**src/mct_pkg.sv**
```systemverilog
package mct_pkg;

    // field widths
    localparam int PRICE_W  = 32;
    localparam int LIMIT_W  = 10;
    localparam int POS_W    = 11;
    localparam int ACT_W    = 2;
    localparam int EMA_W    = 48;
    localparam int CASH_W   = 56;

    // ema difference: clamped to +-2^40, split in two halves for the multiplier
    localparam int DIFF_LIMIT_EXP = 40;
    localparam int DIFF_W         = DIFF_LIMIT_EXP + 2;
    localparam int DIFF_LO_W      = DIFF_W / 2;

    localparam int ALPHA_FRAC_BITS_DEF = 16;

    localparam logic [LIMIT_W-1:0] LIMIT_RESET = LIMIT_W'(1);

    typedef enum logic [ACT_W-1:0] {
        ACT_HOLD = 2'd0,
        ACT_BUY  = 2'd1,
        ACT_SELL = 2'd2
    } t_action;

    typedef enum logic [1:0] {
        SEL_SHORT,
        SEL_LONG,
        SEL_SIG
    } t_ema_sel;

    typedef enum logic [3:0] {
        ST_IDLE,
        ST_SEED,
        ST_DIFF,
        ST_MUL_LO,
        ST_MUL_HI,
        ST_UPDATE,
        ST_MACD,
        ST_TRADE,
        ST_VAL_MUL,
        ST_EMIT
    } t_state;

    typedef struct packed {
        logic     load;
        logic     seed;
        logic     diff;
        logic     mul_lo;
        logic     mul_hi;
        logic     update;
        logic     macd;
        logic     trade;
        logic     val_mul;
        logic     emit;
        t_ema_sel sel;
    } t_cmd;

endpackage

```
**src/mct_in_if.sv**
```systemverilog
interface mct_in_if;
    logic                        valid;
    logic                        ready;
    logic [mct_pkg::PRICE_W-1:0] close_price;
    logic                        in_window;
    logic                        seed_day;
    logic                        last_day;

    modport source (output valid, close_price, in_window, seed_day, last_day, input ready);
    modport sink   (input valid, close_price, in_window, seed_day, last_day, output ready);
endinterface

```
**src/mct_out_if.sv**
```systemverilog
interface mct_out_if;
    logic                              valid;
    logic                              ready;
    logic [mct_pkg::ACT_W-1:0]         action;
    logic signed [mct_pkg::POS_W-1:0]  position;
    logic signed [mct_pkg::EMA_W-1:0]  macd_value;
    logic signed [mct_pkg::EMA_W-1:0]  signal_value;
    logic signed [mct_pkg::CASH_W-1:0] cash;
    logic signed [mct_pkg::CASH_W-1:0] final_value;
    logic                              is_last;

    modport source (output valid, action, position, macd_value, signal_value, cash,
                    final_value, is_last, input ready);
    modport sink   (input valid, action, position, macd_value, signal_value, cash,
                    final_value, is_last, output ready);
endinterface

```
**src/mct_ctrl.sv**
```systemverilog
module mct_ctrl (
    input  logic          i_clk,
    input  logic          i_rst_n,
    input  logic          i_in_valid,
    input  logic          i_in_window,
    input  logic          i_seed_day,
    input  logic          i_last_day,
    input  logic          i_out_ready,
    output logic          o_in_ready,
    output logic          o_out_valid,
    output mct_pkg::t_cmd o_cmd
);

    mct_pkg::t_state   r_state, n_state;
    mct_pkg::t_ema_sel r_sel, n_sel;
    logic              r_update, n_update;
    logic              r_out_valid;

    always_ff @(posedge i_clk) begin
        if (!i_rst_n) begin
            r_state     <= mct_pkg::ST_IDLE;
            r_sel       <= mct_pkg::SEL_SHORT;
            r_update    <= 1'b0;
            r_out_valid <= 1'b0;
        end else begin
            r_state  <= n_state;
            r_sel    <= n_sel;
            r_update <= n_update;
            if (o_cmd.emit) begin
                r_out_valid <= 1'b1;
            end else if (i_out_ready) begin
                r_out_valid <= 1'b0;
            end
        end
    end

    always_comb begin
        n_state    = r_state;
        n_sel      = r_sel;
        n_update   = r_update;
        o_cmd      = '0;
        o_cmd.sel  = r_sel;
        o_in_ready = 1'b0;
        unique case (r_state)
            mct_pkg::ST_IDLE: begin
                o_in_ready = 1'b1;
                if (i_in_valid) begin
                    o_cmd.load = 1'b1;
                    n_sel      = mct_pkg::SEL_SHORT;
                    n_update   = i_in_window && !i_seed_day;
                    if (i_in_window && i_seed_day) begin
                        n_state = mct_pkg::ST_SEED;
                    end else if (i_in_window) begin
                        n_state = mct_pkg::ST_DIFF;
                    end else if (i_last_day) begin
                        n_state = mct_pkg::ST_MACD;
                    end
                end
            end
            mct_pkg::ST_SEED: begin
                o_cmd.seed = 1'b1;
                n_state    = mct_pkg::ST_MACD;
            end
            mct_pkg::ST_DIFF: begin
                o_cmd.diff = 1'b1;
                n_state    = mct_pkg::ST_MUL_LO;
            end
            mct_pkg::ST_MUL_LO: begin
                o_cmd.mul_lo = 1'b1;
                n_state      = mct_pkg::ST_MUL_HI;
            end
            mct_pkg::ST_MUL_HI: begin
                o_cmd.mul_hi = 1'b1;
                n_state      = mct_pkg::ST_UPDATE;
            end
            mct_pkg::ST_UPDATE: begin
                o_cmd.update = 1'b1;
                case (r_sel)
                    mct_pkg::SEL_SHORT: begin
                        n_sel   = mct_pkg::SEL_LONG;
                        n_state = mct_pkg::ST_DIFF;
                    end
                    mct_pkg::SEL_LONG: begin
                        n_state = mct_pkg::ST_MACD;
                    end
                    default: begin
                        n_state = mct_pkg::ST_TRADE;
                    end
                endcase
            end
            mct_pkg::ST_MACD: begin
                o_cmd.macd = 1'b1;
                if (r_update) begin
                    n_sel   = mct_pkg::SEL_SIG;
                    n_state = mct_pkg::ST_DIFF;
                end else begin
                    n_state = mct_pkg::ST_VAL_MUL;
                end
            end
            mct_pkg::ST_TRADE: begin
                o_cmd.trade = 1'b1;
                n_state     = mct_pkg::ST_VAL_MUL;
            end
            mct_pkg::ST_VAL_MUL: begin
                o_cmd.val_mul = 1'b1;
                n_state       = mct_pkg::ST_EMIT;
            end
            mct_pkg::ST_EMIT: begin
                // wait for the output register to drain
                if (!r_out_valid || i_out_ready) begin
                    o_cmd.emit = 1'b1;
                    n_state    = mct_pkg::ST_IDLE;
                end
            end
            default: begin
                n_state = mct_pkg::ST_IDLE;
            end
        endcase
    end

    assign o_out_valid = r_out_valid;

    // a word that gives no result returns straight to idle
    a_no_result_idle: assert property (@(posedge i_clk) disable iff (!i_rst_n)
        (o_in_ready && i_in_valid && !i_in_window && !i_last_day)
            |=> r_state == mct_pkg::ST_IDLE)
        else $error("no-result word did not return to idle");

    // trading only happens on an in-window update day, after the signal ema
    a_trade_in_update: assert property (@(posedge i_clk) disable iff (!i_rst_n)
        (r_state == mct_pkg::ST_TRADE) |-> (r_update && r_sel == mct_pkg::SEL_SIG))
        else $error("trade step outside an update run");

    // a result loaded into the output register is presented next cycle
    a_emit_valid: assert property (@(posedge i_clk) disable iff (!i_rst_n)
        o_cmd.emit |=> (r_out_valid && r_state == mct_pkg::ST_IDLE))
        else $error("emitted result not presented");

endmodule

```
**src/mct_datapath.sv**
```systemverilog
module mct_datapath #(
    parameter int ALPHA_FRAC_BITS = mct_pkg::ALPHA_FRAC_BITS_DEF
) (
    input  logic                              i_clk,
    input  logic                              i_rst_n,
    input  mct_pkg::t_cmd                     i_cmd,
    input  logic                              i_cfg_we,
    input  logic [mct_pkg::LIMIT_W-1:0]       i_cfg_data,
    input  logic [mct_pkg::PRICE_W-1:0]       i_close_price,
    input  logic                              i_in_window,
    input  logic                              i_seed_day,
    input  logic                              i_last_day,
    output logic [mct_pkg::ACT_W-1:0]         o_action,
    output logic signed [mct_pkg::POS_W-1:0]  o_position,
    output logic signed [mct_pkg::EMA_W-1:0]  o_macd_value,
    output logic signed [mct_pkg::EMA_W-1:0]  o_signal_value,
    output logic signed [mct_pkg::CASH_W-1:0] o_cash,
    output logic signed [mct_pkg::CASH_W-1:0] o_final_value,
    output logic                              o_is_last
);

    localparam int AW      = ALPHA_FRAC_BITS;
    localparam int ALPHA_W = AW + 1;
    localparam longint ALPHA_SHORT = ((longint'(1) << (AW + 2)) + 13) / 26;
    localparam longint ALPHA_LONG  = ((longint'(1) << (AW + 2)) + 27) / 54;
    localparam longint ALPHA_SIG   = ((longint'(1) << (AW + 2)) + 10) / 20;

    localparam int EMA_W  = mct_pkg::EMA_W;
    localparam int MACD_W = EMA_W + 1;
    localparam int SUM_W  = EMA_W + 2;
    localparam int DIFF_W = mct_pkg::DIFF_W;
    localparam int LO_W   = mct_pkg::DIFF_LO_W;
    localparam int OPND_W = LO_W + 1;
    localparam int PROD_W = OPND_W + ALPHA_W;
    localparam int ACC_W  = DIFF_W + ALPHA_W;
    localparam int STEP_W = ACC_W - AW;
    localparam int CASH_W = mct_pkg::CASH_W;
    localparam int CSUM_W = CASH_W + 1;
    localparam int POS_W  = mct_pkg::POS_W;
    localparam int VAL_W  = POS_W + mct_pkg::PRICE_W + 1;

    localparam logic signed [SUM_W-1:0] DIFF_MAX =
        SUM_W'(longint'(1) << mct_pkg::DIFF_LIMIT_EXP);
    localparam logic signed [ACC_W-1:0] ROUND_HALF = ACC_W'(longint'(1) << (AW - 1));
    localparam logic signed [EMA_W-1:0] EMA_MAX = {1'b0, {(EMA_W - 1){1'b1}}};
    localparam logic signed [EMA_W-1:0] EMA_MIN = {1'b1, {(EMA_W - 1){1'b0}}};
    localparam logic signed [CASH_W-1:0] CASH_MAX = {1'b0, {(CASH_W - 1){1'b1}}};
    localparam logic signed [CASH_W-1:0] CASH_MIN = {1'b1, {(CASH_W - 1){1'b0}}};
    localparam logic signed [POS_W-1:0] POS_MIN = {1'b1, {(POS_W - 1){1'b0}}};

    function automatic logic signed [EMA_W-1:0] sat_ema(input logic signed [SUM_W-1:0] v);
        logic signed [EMA_W-1:0] res;
        if (v[SUM_W-1:EMA_W-1] == '0 || v[SUM_W-1:EMA_W-1] == '1) begin
            res = v[EMA_W-1:0];
        end else if (v[SUM_W-1]) begin
            res = EMA_MIN;
        end else begin
            res = EMA_MAX;
        end
        return res;
    endfunction

    function automatic logic signed [CASH_W-1:0] sat_cash(input logic signed [CSUM_W-1:0] v);
        logic signed [CASH_W-1:0] res;
        if (v[CSUM_W-1] == v[CASH_W-1]) begin
            res = v[CASH_W-1:0];
        end else if (v[CSUM_W-1]) begin
            res = CASH_MIN;
        end else begin
            res = CASH_MAX;
        end
        return res;
    endfunction

    // architectural state
    logic signed [EMA_W-1:0]         r_short, r_long, r_sig;
    logic signed [POS_W-1:0]         r_pos;
    logic signed [CASH_W-1:0]        r_cash;
    logic [mct_pkg::PRICE_W-1:0]     r_last_price;
    logic [mct_pkg::LIMIT_W-1:0]     r_max_pos;

    // working registers
    logic [mct_pkg::PRICE_W-1:0]     r_price;
    logic                            r_last;
    mct_pkg::t_action                r_action;
    logic signed [DIFF_W-1:0]        r_diff;
    logic signed [ACC_W-1:0]         r_acc;
    logic signed [MACD_W-1:0]        r_macd;
    logic signed [VAL_W-1:0]         r_prod;

    // output register
    logic [mct_pkg::ACT_W-1:0]       r_out_action;
    logic signed [POS_W-1:0]         r_out_pos;
    logic signed [EMA_W-1:0]         r_out_macd, r_out_sig;
    logic signed [CASH_W-1:0]        r_out_cash, r_out_final;
    logic                            r_out_last;

    logic signed [EMA_W-1:0]   ema_cur;
    logic signed [ALPHA_W-1:0] alpha;
    logic signed [SUM_W-1:0]   diff_x, diff_full;
    logic signed [DIFF_W-1:0]  diff_clamped;
    logic signed [OPND_W-1:0]  mul_a;
    logic signed [PROD_W-1:0]  mul_p;
    logic signed [STEP_W-1:0]  ema_step;
    logic signed [EMA_W-1:0]   ema_new;
    logic signed [MACD_W-1:0]  sig_ext;
    logic signed [POS_W-1:0]   limit;
    logic                      do_buy, do_sell;
    logic signed [CSUM_W-1:0]  price_term;
    logic signed [CASH_W-1:0]  cash_traded;
    logic signed [CASH_W-1:0]  final_sat;

    always_comb begin
        case (i_cmd.sel)
            mct_pkg::SEL_SHORT: begin
                ema_cur = r_short;
                alpha   = ALPHA_W'(ALPHA_SHORT);
            end
            mct_pkg::SEL_LONG: begin
                ema_cur = r_long;
                alpha   = ALPHA_W'(ALPHA_LONG);
            end
            default: begin
                ema_cur = r_sig;
                alpha   = ALPHA_W'(ALPHA_SIG);
            end
        endcase
    end

    // x - e, clamped before the multiply
    always_comb begin
        if (i_cmd.sel == mct_pkg::SEL_SIG) begin
            diff_x = SUM_W'(r_macd);
        end else begin
            diff_x = SUM_W'({1'b0, r_price});
        end
        diff_full = diff_x - SUM_W'(ema_cur);
        if (diff_full > DIFF_MAX) begin
            diff_clamped = DIFF_W'(DIFF_MAX);
        end else if (diff_full < -DIFF_MAX) begin
            diff_clamped = DIFF_W'(-DIFF_MAX);
        end else begin
            diff_clamped = DIFF_W'(diff_full);
        end
    end

    // shared multiplier: low half unsigned, then high half signed
    assign mul_a = i_cmd.mul_hi ? OPND_W'($signed(r_diff[DIFF_W-1:LO_W]))
                                : $signed({1'b0, r_diff[LO_W-1:0]});
    assign mul_p = mul_a * alpha;

    // floor shift of the rounded product, then saturate
    assign ema_step = STEP_W'(r_acc >>> AW);
    assign ema_new  = sat_ema(SUM_W'(ema_cur) + SUM_W'(ema_step));

    assign sig_ext = MACD_W'(r_sig);
    assign limit   = $signed({1'b0, r_max_pos});
    assign do_buy  = (r_macd > sig_ext) && (r_pos < limit);
    assign do_sell = (r_macd < sig_ext) && (r_pos > -limit);

    assign price_term  = do_buy ? -CSUM_W'({1'b0, r_price}) : CSUM_W'({1'b0, r_price});
    assign cash_traded = sat_cash(CSUM_W'(r_cash) + price_term);
    assign final_sat   = sat_cash(CSUM_W'(r_cash) + CSUM_W'(r_prod));

    always_ff @(posedge i_clk) begin
        if (!i_rst_n) begin
            r_short      <= '0;
            r_long       <= '0;
            r_sig        <= '0;
            r_pos        <= '0;
            r_cash       <= '0;
            r_last_price <= '0;
            r_max_pos    <= mct_pkg::LIMIT_RESET;
        end else begin
            if (i_cfg_we) begin
                r_max_pos <= i_cfg_data;
            end
            if (i_cmd.load && i_in_window && !i_seed_day) begin
                r_last_price <= i_close_price;
            end
            if (i_cmd.seed) begin
                r_short <= $signed(EMA_W'(r_price));
                r_long  <= $signed(EMA_W'(r_price));
                r_sig   <= '0;
            end
            if (i_cmd.update) begin
                case (i_cmd.sel)
                    mct_pkg::SEL_SHORT: r_short <= ema_new;
                    mct_pkg::SEL_LONG:  r_long  <= ema_new;
                    default:            r_sig   <= ema_new;
                endcase
            end
            if (i_cmd.trade && (do_buy || do_sell)) begin
                r_cash <= cash_traded;
                r_pos  <= do_buy ? r_pos + POS_W'(1) : r_pos - POS_W'(1);
            end
        end
    end

    always_ff @(posedge i_clk) begin
        if (i_cmd.load) begin
            r_price  <= i_close_price;
            r_last   <= i_last_day;
            r_action <= mct_pkg::ACT_HOLD;
        end
        if (i_cmd.diff) begin
            r_diff <= diff_clamped;
        end
        if (i_cmd.mul_lo) begin
            r_acc <= ACC_W'(mul_p) + ROUND_HALF;
        end else if (i_cmd.mul_hi) begin
            r_acc <= r_acc + (ACC_W'(mul_p) <<< LO_W);
        end
        if (i_cmd.macd) begin
            r_macd <= MACD_W'(r_short) - MACD_W'(r_long);
        end
        if (i_cmd.trade) begin
            if (do_buy) begin
                r_action <= mct_pkg::ACT_BUY;
            end else if (do_sell) begin
                r_action <= mct_pkg::ACT_SELL;
            end
        end
        if (i_cmd.val_mul) begin
            r_prod <= r_pos * $signed({1'b0, r_last_price});
        end
        if (i_cmd.emit) begin
            r_out_action <= r_action;
            r_out_pos    <= r_pos;
            r_out_macd   <= $signed(r_macd[EMA_W-1:0]);
            r_out_sig    <= r_sig;
            r_out_cash   <= r_cash;
            r_out_final  <= r_last ? final_sat : '0;
            r_out_last   <= r_last;
        end
    end

    assign o_action       = r_out_action;
    assign o_position     = r_out_pos;
    assign o_macd_value   = r_out_macd;
    assign o_signal_value = r_out_sig;
    assign o_cash         = r_out_cash;
    assign o_final_value  = r_out_final;
    assign o_is_last      = r_out_last;

    // position stays inside the 10-bit limit range
    a_pos_range: assert property (@(posedge i_clk) disable iff (!i_rst_n)
        r_pos != POS_MIN)
        else $error("position left its range");

    // a seed leaves both emas equal and the signal cleared
    a_seed_state: assert property (@(posedge i_clk) disable iff (!i_rst_n)
        i_cmd.seed |=> (r_short == r_long && r_sig == '0))
        else $error("seed did not set the emas");

endmodule

```
**src/macd_crossover_trader.sv**
```systemverilog
// MACD 12/26/9 crossover trader. Each input word is one daily close (unsigned
// fixed point). A seed day sets both EMAs to the price, clears the signal EMA
// and answers hold; every later in-window day updates the 12- and 26-period
// EMAs, forms MACD = short - long, updates its 9-period signal EMA and trades
// one share: buy when MACD is above the signal and the position is below the
// limit, sell when it is below the signal and the position is above minus the
// limit. Cash moves by the price and saturates at 56 bits. A day flagged last
// also carries cash + position * last price. Out-of-window days give no
// result unless flagged last, which then reports the current state as hold.
// The limit is written through i_cfg_we / i_cfg_data (reset value 1); the
// user must write it only while the block is idle; the block does not enforce
// it. One word is worked on at a time. A seed day steps through seed, MACD,
// valuation and emit, an out-of-window last day through MACD, valuation and
// emit; other out-of-window days stay idle. A trading day is paced by the
// single shared EMA multiplier: each EMA update needs a difference step, two
// multiply passes over the clamped difference halves and an update step, and
// the three EMAs go in turn. A result waits in the output register while the
// next word is accepted; only a further result waits for it to drain.
module macd_crossover_trader #(
    parameter int ALPHA_FRAC_BITS = mct_pkg::ALPHA_FRAC_BITS_DEF
) (
    input  logic                        i_clk,
    input  logic                        i_rst_n,
    input  logic                        i_cfg_we,
    input  logic [mct_pkg::LIMIT_W-1:0] i_cfg_data,
    mct_in_if.sink                      i_in,
    mct_out_if.source                   o_out
);

    mct_pkg::t_cmd cmd;
    logic          in_ready;
    logic          out_valid;

    // sequencer: accepts a word, steps the datapath, hands off the result
    mct_ctrl u_ctrl (
        .i_clk       (i_clk),
        .i_rst_n     (i_rst_n),
        .i_in_valid  (i_in.valid),
        .i_in_window (i_in.in_window),
        .i_seed_day  (i_in.seed_day),
        .i_last_day  (i_in.last_day),
        .i_out_ready (o_out.ready),
        .o_in_ready  (in_ready),
        .o_out_valid (out_valid),
        .o_cmd       (cmd)
    );

    // emas, trade decision, cash and valuation, plus the output register
    mct_datapath #(
        .ALPHA_FRAC_BITS (ALPHA_FRAC_BITS)
    ) u_datapath (
        .i_clk          (i_clk),
        .i_rst_n        (i_rst_n),
        .i_cmd          (cmd),
        .i_cfg_we       (i_cfg_we),
        .i_cfg_data     (i_cfg_data),
        .i_close_price  (i_in.close_price),
        .i_in_window    (i_in.in_window),
        .i_seed_day     (i_in.seed_day),
        .i_last_day     (i_in.last_day),
        .o_action       (o_out.action),
        .o_position     (o_out.position),
        .o_macd_value   (o_out.macd_value),
        .o_signal_value (o_out.signal_value),
        .o_cash         (o_out.cash),
        .o_final_value  (o_out.final_value),
        .o_is_last      (o_out.is_last)
    );

    // handshake outputs
    assign i_in.ready  = in_ready;
    assign o_out.valid = out_valid;

endmodule
```
**src/flat_wrapper.sv**
```systemverilog
// flat-port wrapper written by rule: the top's interface ports become plain ports
module macd_crossover_trader_flat 
#(
    parameter int ALPHA_FRAC_BITS = mct_pkg::ALPHA_FRAC_BITS_DEF
)
  (i_clk, i_rst_n, i_cfg_we, i_cfg_data, i_in_valid, i_in_close_price, i_in_in_window, i_in_seed_day, i_in_last_day, i_in_ready, o_out_valid, o_out_action, o_out_position, o_out_macd_value, o_out_signal_value, o_out_cash, o_out_final_value, o_out_is_last, o_out_ready);
  mct_in_if i_in_i ();
  mct_out_if o_out_i ();
  input  logic i_clk;
  input  logic i_rst_n;
  input  logic i_cfg_we;
  input  logic [mct_pkg::LIMIT_W-1:0] i_cfg_data;
  input wire logic [$bits(i_in_i.valid)-1:0] i_in_valid;
  input wire logic [$bits(i_in_i.close_price)-1:0] i_in_close_price;
  input wire logic [$bits(i_in_i.in_window)-1:0] i_in_in_window;
  input wire logic [$bits(i_in_i.seed_day)-1:0] i_in_seed_day;
  input wire logic [$bits(i_in_i.last_day)-1:0] i_in_last_day;
  output wire logic [$bits(i_in_i.ready)-1:0] i_in_ready;
  output wire logic [$bits(o_out_i.valid)-1:0] o_out_valid;
  output wire logic [$bits(o_out_i.action)-1:0] o_out_action;
  output wire logic [$bits(o_out_i.position)-1:0] o_out_position;
  output wire logic [$bits(o_out_i.macd_value)-1:0] o_out_macd_value;
  output wire logic [$bits(o_out_i.signal_value)-1:0] o_out_signal_value;
  output wire logic [$bits(o_out_i.cash)-1:0] o_out_cash;
  output wire logic [$bits(o_out_i.final_value)-1:0] o_out_final_value;
  output wire logic [$bits(o_out_i.is_last)-1:0] o_out_is_last;
  input wire logic [$bits(o_out_i.ready)-1:0] o_out_ready;
  assign i_in_i.valid = i_in_valid;
  assign i_in_i.close_price = i_in_close_price;
  assign i_in_i.in_window = i_in_in_window;
  assign i_in_i.seed_day = i_in_seed_day;
  assign i_in_i.last_day = i_in_last_day;
  assign i_in_ready = i_in_i.ready;
  assign o_out_valid = o_out_i.valid;
  assign o_out_action = o_out_i.action;
  assign o_out_position = o_out_i.position;
  assign o_out_macd_value = o_out_i.macd_value;
  assign o_out_signal_value = o_out_i.signal_value;
  assign o_out_cash = o_out_i.cash;
  assign o_out_final_value = o_out_i.final_value;
  assign o_out_is_last = o_out_i.is_last;
  assign o_out_i.ready = o_out_ready;
  macd_crossover_trader #(.ALPHA_FRAC_BITS(ALPHA_FRAC_BITS)) u_core (.i_clk(i_clk), .i_rst_n(i_rst_n), .i_cfg_we(i_cfg_we), .i_cfg_data(i_cfg_data), .i_in(i_in_i), .o_out(o_out_i));
endmodule
```
**config.mk**
```make
export PLATFORM = sky130hd
export DESIGN_NAME = macd_crossover_trader_flat
export DESIGN_NICKNAME = d
export VERILOG_FILES = /design/src/mct_pkg.sv /design/src/mct_in_if.sv /design/src/mct_out_if.sv /design/src/mct_ctrl.sv /design/src/mct_datapath.sv /design/src/macd_crossover_trader.sv /design/src/flat_wrapper.sv
export SDC_FILE = /design/constraint.sdc
export NUM_CORES = 2
export LEC_CHECK = 0
export ABC_AREA = 1
export BUFFER_PORTS_ARGS = -buffer_cell sky130_fd_sc_hd__buf_2
export CELL_PAD_IN_SITES_DETAIL_PLACEMENT = 1
export CELL_PAD_IN_SITES_GLOBAL_PLACEMENT = 2
export CORE_MARGIN = 1
export CORE_UTILIZATION = 42
export CTS_BUF_LIST = sky130_fd_sc_hd__clkbuf_4
export DETAILED_ROUTE_END_ITERATION = 10
export PLACE_DENSITY_LB_ADDON = 0.25
export SETUP_SLACK_MARGIN = 0.5
export SLEW_MARGIN = 20
export SYNTH_ARGS = -nofsm -noshare
export SYNTH_HDL_FRONTEND = slang
export SYNTH_HIERARCHICAL = 1
export SYNTH_SLANG_ARGS = --single-unit
```
**constraint.sdc**
```tcl
create_clock -name i_clk -period 55.4 [get_ports i_clk]
set_input_delay 13.85 -clock i_clk [delete_from_list [all_inputs] [get_ports i_clk]]
set_output_delay 13.85 -clock i_clk [all_outputs]
set_load 0.005 [all_outputs]
```
==> insert_results.sql <==
INSERT INTO impl_metrics (metric_group, metric, value, unit) VALUES
('synthesis', 'seq_area_frac_synth', '0.255', ''),
('layout', 'layout-drive-gt1-share', '0.0865', ''),
('clock_network', 'clock_insertion_delay_worst_skew', '1.31', 'ns'),
('synthesis', 'number_of_different_library_cells_in_the_post_synthesis_netlist', '64', ''),
('routing', 'avgRoutedWirePerCell', '23.4', 'um'),
('sta', 'final_critical_path_setup_slack', '39.27', 'ns'),
('floorplanning', 'dieWidth', '415', 'um'),
('synthesis', 'synth.cells.most_frequent', 'sky130_fd_sc_hd__inv_1 (1906), sky130_fd_sc_hd__nand2_1 (1781), sky130_fd_sc_hd__nor2_1 (917)', ''),
('placement', 'post-place-ws', '39.02', 'ns'),
('synthesis', 'post_synth_main_area_contributors', 'sky130_fd_sc_hd__edfxtp_1 (18%), sky130_fd_sc_hd__fa_1 (14%), sky130_fd_sc_hd__ha_1 (11%)', ''),
('sta', 'maxSlewHeadroom', '0.235', ''),
('critical_path', 'worst-path-buf-inv', '2', ''),
('synthesis', 'async_reset_ff_frac', '0', ''),
('sta', 'maxSlewViolCount', '0', ''),
('routing', 'detailedRoute.firstIterationViolations', '4687', ''),
('sta', 'maxClockFrequency', '62.0', 'MHz'),
('placement', 'gpl_congestion', '0.979', ''),
('sta', 'rsz0062_at_grt', 'no', ''),
('synthesis', 'synthDominantAreaCellType', 'sky130_fd_sc_hd__edfxtp_1', ''),
('grt', 'grt.overflow.total', '0', ''),
('critical_path', 'logic_depth_of_the_worst_setup_path_including_buffers', '4', ''),
('outcome', 'status', 'finished, final reports clean', ''),
('floorplanning', 'floorplan.die_area', '172000', 'um2'),
('routing', 'dr.pass1.iters', '5', ''),
('critical_path', 'cpLargestDelayFamily', 'flip-flops', ''),
('floorplanning', 'initial_utilization', '0.423', ''),
('clock_network', 'clock_tree.htree_level_count', '4', ''),
('critical_path', 'criticalPathCategory', 'register to output port', ''),
('floorplanning', 'boundaryPins', '274', ''),
('clock_network', 'cts_inserted_buffers', '197', ''),
('routing', 'postRouteAntennaNets', '0', ''),
('routing', 'finalWirelength', '285000', 'um'),
('synthesis', 'mappedNetlistArea', '71500', 'um2'),
('synthesis', 'yosys_warnings', '6', ''),
('synthesis', 'postSynthNetCount', '10700', ''),
('sta', 'finalSetupViolCount', '0', ''),
('critical_path', 'timing.critical_path.from_type', 'register', ''),
('synthesis', 'netlist.area_leader.share', '0.182', ''),
('routing', 'post_drt_via_cell_ratio', '5.45', ''),
('critical_path', 'reg2reg_to', 'u_core/u_datapath/r_acc[50]$_DFFE_PN_', ''),
('synthesis', 'yosys_most_used_dff', 'sky130_fd_sc_hd__edfxtp_1', ''),
('clock_network', 'cts_tree', 'done', ''),
('critical_path', 'regToRegSetupSlack', '44.13', 'ns'),
('placement', 'post-place-cells', '11800', ''),
('clock_network', 'post_cts_hold_buffer_count', '0', ''),
('flow_run', 'max-cap-violations', '0', ''),
('sta', 'worstMarginPinSlew', '1.14', 'ns'),
('critical_path', 'cpPeakStageDelay', '0.37', 'ns'),
('critical_path', 'setup.worst_path.start', 'u_core/u_ctrl/r_state[2]$_SDFFE_PN0P_', ''),
('critical_path', 'cp_endpoint_kind', 'output port', ''),
('clock_network', 'tritoncts_num_sinks', '696', ''),
('critical_path', 'timing.critical_path.slowest_stage_cell', 'sky130_fd_sc_hd__dfxtp_1', ''),
('layout', 'post_route_insts_no_fill', '12200', ''),
('critical_path', 'path_cells', 'nor2_1, nand2_2, clkinv_2, buf_2', ''),
('synthesis', 'syn-instance-count', '9531', ''),
('routing', 'drt_drc_violations_left', '0', ''),
('sta', 'worst_clock_skew', '0.124', 'ns'),
('synthesis', 'most_numerous_cell_in_the_yosys_netlist', 'sky130_fd_sc_hd__inv_1', ''),
('clock_network', 'clkTransAtPathRegs', '0.06', 'ns'),
('critical_path', 'worst_ep_required_time', '41.55', 'ns'),
('worst_hold_path', 'hold_path_class', 'register to register', ''),
('layout', 'layout.nets', '11000', ''),
('layout', 'num-fill-cells', '21600', ''),
('layout', 'utilization', '0.459', ''),
('sta', 'timing.setup.tns', '0', 'ns'),
('clock_network', 'post_cts_resize_count', '0', ''),
('floorplanning', 'core_area', '169000', 'um2'),
('placement', 'hpwl', '235000', 'um'),
('critical_path', 'r2r-start', 'u_core/u_ctrl/r_state[2]$_SDFFE_PN0P_', ''),
('grt', 'grt_antenna_before_repair', '18', ''),
('layout', 'area_growth_syn_to_layout', '8.57', '%');
worst register-to-register path: cells and delay by family, from the launching register on:
kind / cells / cell delay (ns)
DFF: 1 / 0.45
buffers and inverters: 14 / 2.26
adders and majority gates: 8 / 3.98
xor gates and xnor gates: 1 / 0.55
AOI/OAI and AO/OA: 6 / 1.62
and+or+nand+nor: 11 / 2.09
placed cells by master, fill, tap and decap left out, drive strengths merged, types with 273 or more instances in the layout:
| cell type | count |
|---|---|
| nand2 | 1808 |
| a21oi | 860 |
| nor2 | 977 |
| fa | 510 |
| o21ai | 636 |
| clkbuf | 273 |
| ha | 618 |
| buf | 319 |
| edfxtp | 433 |
| inv | 1926 |
| nand3 | 287 |
how the worst min path moves through the flow:
stage                     slack [ns]  cells after the start                                        endpoint                                    start
after floorplan                 0.41                      0       u_core/u_datapath/o_position[0]$_DFFE_PP_  u_core/u_datapath/r_pos[0]$_SDFFE_PN0P_
after global placement          0.43                      0         u_core/u_datapath/o_action[1]$_DFFE_PP_    u_core/u_datapath/r_action[1]$_DFF_P_
after detailed placement        0.42                      0         u_core/u_datapath/o_action[1]$_DFFE_PP_    u_core/u_datapath/r_action[1]$_DFF_P_
after CTS                       0.43                      0  u_core/u_datapath/o_signal_value[20]$_DFFE_PP_   u_core/u_datapath/r_sig[20]$_SDFF_PN0_
after global routing            0.44                      0         u_core/u_datapath/o_action[1]$_DFFE_PP_    u_core/u_datapath/r_action[1]$_DFF_P_
final                           0.43                      0  u_core/u_datapath/o_signal_value[20]$_DFFE_PP_   u_core/u_datapath/r_sig[20]$_SDFF_PN0_
registers in the layout, summed over array words and instances (netlist names), 32 cells and up:
| register | flops |
|---|---|
| u_core/u_datapath/o_signal_value | 48 |
| u_core/u_datapath/r_macd | 49 |
| u_core/u_datapath/r_last_price | 32 |
| u_core/u_datapath/r_prod | 44 |
| u_core/u_datapath/r_cash | 56 |
| u_core/u_datapath/r_short | 48 |
| u_core/u_datapath/o_final_value | 56 |
| u_core/u_datapath/r_sig | 48 |
| u_core/u_datapath/o_cash | 56 |
| u_core/u_datapath/r_acc | 43 |
| u_core/u_datapath/r_diff | 42 |
| u_core/u_datapath/o_macd_value | 48 |
| u_core/u_datapath/r_long | 48 |
| u_core/u_datapath/r_price | 32 |
cells by family after synthesis:
family	count (synthesis)	share of synthesized area
AO/OA/AOI/OAI	1828	0.140
XOR/XNOR	345	0.0426
adder cells (fa/ha/maj)	1128	0.251
buffers and inverters	2177	0.116
flip-flops	696	0.255
multiplexers	7	0.00110
AND/OR/NAND/NOR	3350	0.194
through the flow:
step,hold slack [ns],instance area [um2]
CTS,0.431,77600
finish,0.426,77700
floorplan,0.406,71500
global placement,0.428,75000
detailed placement,0.423,75000
global route,0.443,77700
metal layers:
layer / global-route usage / part of all wire / vias to the layer above
met1: 0.449 / 0.45 / 33000
met2: 0.521 / 0.45 / 1909
met5: 0 / 0.000095 / -
met3: 0.0539 / 0.060 / 460
met4: 0.124 / 0.039 / 4
li1: - / - / 31100
layout make-up:
type	count	area [um2]	area share
Multi-Input combinational cell	6658	45000	0.579
Antenna cell	17	42.5	0.000548
Timing Repair Buffer	319	1730	0.0222
Clock inverter	89	581	0.00747
Sequential cell	696	18300	0.235
Clock buffer	273	2050	0.0264
Inverter	1922	7220	0.0930
Tap cell	2218	2780	0.0357
Power is not shown: default switching activity piles up to over one toggle a cycle in this logic, so the estimate is an artifact.
